`src/hw/rtl/bba_ram.sv`:
```
`timescale 1ns / 1ps
// ----------------------------------------------------------------------------
// bba_ram
// generic single write, single read ram with registered read data
// ----------------------------------------------------------------------------
module bba_ram #(
  parameter int WIDTH = 8,
  parameter int DEPTH = 16
) (
  input  logic                     clk,
  input  logic                     we,
  input  logic [$clog2(DEPTH)-1:0] waddr,
  input  logic [WIDTH-1:0]         wdata,
  input  logic [$clog2(DEPTH)-1:0] raddr,
  output logic [WIDTH-1:0]         rdata
);

  logic [WIDTH-1:0] mem [0:DEPTH-1];

  always_ff @(posedge clk) begin
    if (we) begin
      mem[waddr] <= wdata;
    end
    rdata <= mem[raddr];
  end

endmodule

```
`config.mk`:
```
export PLATFORM = sky130hd
export DESIGN_NAME = bba_ram
export DESIGN_NICKNAME = d
export VERILOG_FILES = /design/src/hw/rtl/bba_ram.sv
export SDC_FILE = /design/constraint.sdc
export NUM_CORES = 1
export LEC_CHECK = 0
export ABC_AREA = 1
export BUFFER_PORTS_ARGS = -buffer_cell sky130_fd_sc_hd__buf_2
export CORE_MARGIN = 2
export CORE_UTILIZATION = 30
export DETAILED_ROUTE_END_ITERATION = 7
export MAX_ROUTING_LAYER = met4
export SYNTH_ARGS = -nofsm -noshare
export SYNTH_HDL_FRONTEND = slang
export SYNTH_SLANG_ARGS = --single-unit
```
`constraint.sdc`:
```
create_clock -name clk -period 1.6 [get_ports clk]
set_clock_uncertainty 0.2 [all_clocks]
set_input_delay 0.32 -clock clk [delete_from_list [all_inputs] [get_ports clk]]
set_output_delay 0.32 -clock clk [all_outputs]
set_load 0.02 [all_outputs]
```
==> reports/metrics.yaml, run 1 <==
tritoncts: "done"
period_share: 0.973
utilization: 0.373
slew_headroom: 0.742
antenna_found_initial: 0
critPathKind: "flop to output port"
grt_max_degree: 26
path_buf_inv: 1
worstMarginPinSlew_ns: 0.387
drv_cap: 0
die_h_um: 143
clk_pin_slew_worst_paths_ns: 0.06
end_kind: "output port"
cp_slowest_stage_delay_ns: 0.40
path_cells: "buf_2"
ys_warn_count: 0
power_w: 0.00837
vias: 3808
root_buffer: "clkbuf_16"
min_path_type: "input port to flop"
start_util: 0.307
setup_violations: 0
place.gp.congestion: 0.867
grtUsageTotal: 0.150
synth-seq-area-share: 0.694
rows: 50
required_ns: 1.08
place_ws_ns: -0.0148
crit_family: "flip-flops"
cts.sinks: 136
period_needed_ns: 1.56
viasPerCell: 4.44
fmax_ghz: 0.643
irDropWorstVdd_mv: 0.580
synthCells: 551
cts_buffers: 17
hold_buffers: 0
postCtsSetupBuffers: 0
drcViolationCount: 0
p_per_area_mw_per_mm2: 1200
clock_latency_ns: 0.43
slew_viol_final: 0
synth.avg_cell_area_um2: 10.5
nNetsFinal: 628
synth_fp_nets: 569
wl_per_cell_um: 15.8
ios: 26
cts_max_level: 4
status: "finished, final reports clean"
core-area_mm2: 0.0188
r2r_slack_ns: 0.37
hold_slack_ns: 0.117
syn_to_final_growth_pct: 21.5
first_pass_iters: 4
cts.path.max_buffers: 2
rsz0062_at_grt: "no"
die_x_um: 143
p_leak_nw: 3.03
synthDistinctLibCells: 12
drtAntennaViolNets: 0
grt_pass1_vias: 3791
io_buffers: 25
synth.cell_area_mm2: 0.00577
drive_gt1_frac: 0.144
fin_setup_tns_ns: 0
ys_seq_elements: 136
grt_pass1_wl_um: 21300
finalWorstSetupSlack_ns: 0.0438
overflow: 0
dp_hpwl_um: 8960
dieArea_mm2: 0.0203
slowest_stage: "dfxtp_1"
arrival_ns: 1.04
cts_resized: 0
startpoint_type: "flop"
antenna_cells: 0
critPathMaxFanout: 1
wirelength_um: 13600
hold_violations: 0
drt_iter0_drc: 246
-- power by group --
group          switching (W)  leakage (nW)  internal, W
Sequential         0.0000291          1.22      0.00398
Clock                0.00138         0.276      0.00240
Combinational       0.000381          1.54     0.000199
-- cell type report --
| cell class | count | area (um2) |
|---|---|---|
| fillers | 1861 | 11800 |
| flip-flops and latches | 136 | 4000 |
| multi-input cells | 289 | 1210 |
| repair buffers | 64 | 543 |
| clock buffers | 19 | 433 |
| inverters | 102 | 383 |
| well taps | 234 | 293 |
| clock inverters | 13 | 135 |
-- per-stage QoR --
stage          instance area [um2]  cells
6_report                      7000    857
5_1_grt                       7000    857
4_1_cts                       7000    857
3_5_place_dp                  6440    825
3_3_place_gp                  6440    825
2_1_floorplan                 5770    551
-- routing by layer --
metal,GRT usage,wire length (um),up-vias
met5,-,0,-
met2,0.233,6680,87
met3,0.0376,708,8
met1,0.187,6020,1825
li1,-,-,1888
met4,0.0646,169,0
-- path summary, 6_finish.rpt --
path / to / startpoint / cells past startpoint
setup / recovery: rdata[4] / rdata[4] / 1
hold / removal: mem[12][5] / wdata[5] / 1
setup reg to reg: rdata[6] / mem[7][6] / 6
hold reg to reg: rdata[7] / mem[10][7] / 6
-- placed cells by master (no fill, tap or decap) --
cell type	count
nand2_1	173
edfxtp_1	128
inv_1	100
nand3_1	97
buf_4	29
buf_2	25
nor2_1	17
clkbuf_16	17
buf_12	10
dfxtp_1	8
clkinv_1	6
bufinv_16	3
clkinv_2	3
inv_2	2
nand3b_1	2
clkbuf_1	2
clkinvlp_4	1
-- state kept, by name, indices dropped and copies added (netlist names) --
name and count:
mem 128, rdata 8
-- kinds of logic (layout without fill, tap and decap cells) --
family / count (synthesis) / in the layout / share of synthesized area
flops: 136 / 136 / 0.694
simple gates: 289 / 289 / 0.210
buf+inv: 126 / 198 / 0.0952
-- cells in the mapped netlist --
cell,instances,area share
edfxtp_1,128,0.67
nand3b_1,2,0.0026
buf_6,6,0.012
buf_2,13,0.011
buf_4,4,0.0052
nand2_1,173,0.11
buf_1,1,0.00065
inv_1,100,0.065
nand3_1,97,0.084
dfxtp_1,8,0.028
inv_2,2,0.0013
nor2_1,17,0.011
Note: power is estimated with default switching activity, not from simulation.
==> inputs of run 2 (changes only) <==
--- a/config.mk
+++ b/config.mk
@@ -11,6 +11,7 @@
 export CORE_UTILIZATION = 30
 export DETAILED_ROUTE_END_ITERATION = 7
 export MAX_ROUTING_LAYER = met4
+export REMOVE_ABC_BUFFERS = 1
 export SYNTH_ARGS = -nofsm -noshare
 export SYNTH_HDL_FRONTEND = slang
 export SYNTH_SLANG_ARGS = --single-unit
==> run 2 against run 1 <==
Routed wire length down 8.3%. Flip-flop and latch count did not move. Via count shrank 2.1%. Critical endpoint is now rdata[5]. Critical path depth stayed put.
==> reports/metrics.yaml, run 2 (synthesized netlist as in run 1, its figures left out) <==
rsz0062_at_grt: "no"
overflow: 0
rows: 50
required_ns: 1.08
cts_buffers: 17
drcViolationCount: 0
clock_latency_ns: 0.41
slowest_stage: "dfxtp_1"
regMostFlops: "mem"
drtAntennaViolNets: 0
vias: 3728
critPathMaxFanout: 1
root_buffer: "clkbuf_16"
grt_pass1_wl_um: 19900
cts_max_level: 4
slew_viol_final: 0
rr_startpoint: "mem[10][6]"
pwr-share-comb: 0.066
p_per_area_mw_per_mm2: 1150
postCtsSetupBuffers: 0
die_h_um: 143
path_cells: "buf_2"
min_path_type: "input port to flop"
period_share: 0.936
cts.path.max_buffers: 2
p_leak_nw: 2.94
switchingPower_w: 0.00174
end_kind: "output port"
whs_path_depth: 3
fin_setup_tns_ns: 0
p_seq_frac: 0.513
critPathKind: "flop to output port"
reg2reg_to: "rdata[6]"
dieArea_mm2: 0.0203
ios: 26
grt_pass1_vias: 3635
antenna_found_initial: 0
start_util: 0.307
place.gp.congestion: 0.771
tritoncts: "done"
cp_slowest_stage_delay_ns: 0.38
irDropWorstVdd_mv: 0.772
antenna_cells: 0
viasPerCell: 4.41
syn_to_final_growth_pct: 17.8
hold_path.startpoint: "raddr[3]"
reg.largest.list: "mem: 128 flops, rdata: 8 flops"
nNetsFinal: 616
status: "finished, final reports clean"
pwr-share-clk: 0.422
rr_worst_depth: 6
grtUsageTotal: 0.136
arrival_ns: 0.98
holdPathEnd: "rdata[6]"
path_buf_inv: 1
period_needed_ns: 1.50
layout_common_cells: "173 x nand2_1, 128 x edfxtp_1, 100 x inv_1, 97 x nand3_1, 25 x buf_2"
grt_max_degree: 43
cts.sinks: 136
startpoint_type: "flop"
dp_hpwl_um: 8030
power_w: 0.00782
wirelength_um: 12500
largest_reg_flops: 128
r2r_slack_ns: 0.48
drt_iter0_drc: 294
final_common_cell: "nand2_1"
place_inst: 813
wl_per_cell_um: 14.7
fin_cells: 845
worstMarginPinSlew_ns: 0.371
hold_buffers: 0
core-area_mm2: 0.0188
first_pass_iters: 5
fmax_ghz: 0.668
drive_gt1_frac: 0.134
p_sw_frac: 0.222
drv_cap: 0
hold_violations: 0
p_int_w: 0.00609
setup_violations: 0
cts_resized: 0
die_x_um: 143
slew_headroom: 0.752
crit_family: "flip-flops"
io_buffers: 25
clk_pin_slew_worst_paths_ns: 0.05
run 2: cell count changes in the layout (fill, tap and decap cells not counted):
cell / delta
clkbuf_1: +1
bufinv_16: -3
clkinv_1: -5
buf_4: -8
buf_12: -4
clkinv_2: +7
run 2: worst max path at each step:
| stage | end | startpoint | slack, ns | depth (start not counted) |
|---|---|---|---|---|
| 2_1_floorplan | rdata[2] | raddr[0] | 0.1 | 6 |
| 3_3_place_gp | mem[9][6] | waddr[2] | 0.07 | 4 |
| 3_5_place_dp | mem[8][6] | waddr[2] | 0.03 | 4 |
| 4_1_cts | rdata[5] | rdata[5] | 0.1 | 1 |
| 5_1_grt | rdata[5] | rdata[5] | 0.08 | 1 |
| 6_report | rdata[5] | rdata[5] | 0.10 | 1 |
run 2: stage by stage:
step                worst slack (ns)  utilization  instance area, um2  hold WS, ns
global placement              0.0669        0.335                6300        0.434
global route                  0.0838        0.362                6790       0.0360
floorplan                     0.0995            -                5600        0.219
CTS                           0.0956        0.362                6790       0.0290
detailed placement            0.0341        0.335                6300        0.442
finish                         0.103        0.362                6790       0.0305
run 2: layer usage:
metal | vias up | track usage | routed length, um
li1 | 1866 | - | -
met4 | 0 | 0.0573 | 239
met1 | 1786 | 0.172 | 5860
met2 | 60 | 0.213 | 6040
met3 | 16 | 0.0272 | 310
met5 | - | - | 0
run 2: layout make-up:
class | count | area [um2]
fill | 1879 | 12000
sequential | 136 | 4000
multi-input combinational | 289 | 1210
clock buffer | 20 | 437
timing repair buffer | 52 | 403
inverter | 102 | 383
tap | 234 | 293
clock inverter | 12 | 61.3
run 2: power by group through the flow:
stage	combinational, W	sequential [W]	clock, W
6_report	0.000515	0.00401	0.00330
5_1_grt	0.000583	0.00402	0.00353
4_1_cts	0.000525	0.00401	0.00335
3_5_place_dp	0.000522	0.00409	0
3_3_place_gp	0.000516	0.00409	0
2_1_floorplan	0.000215	0.00411	0
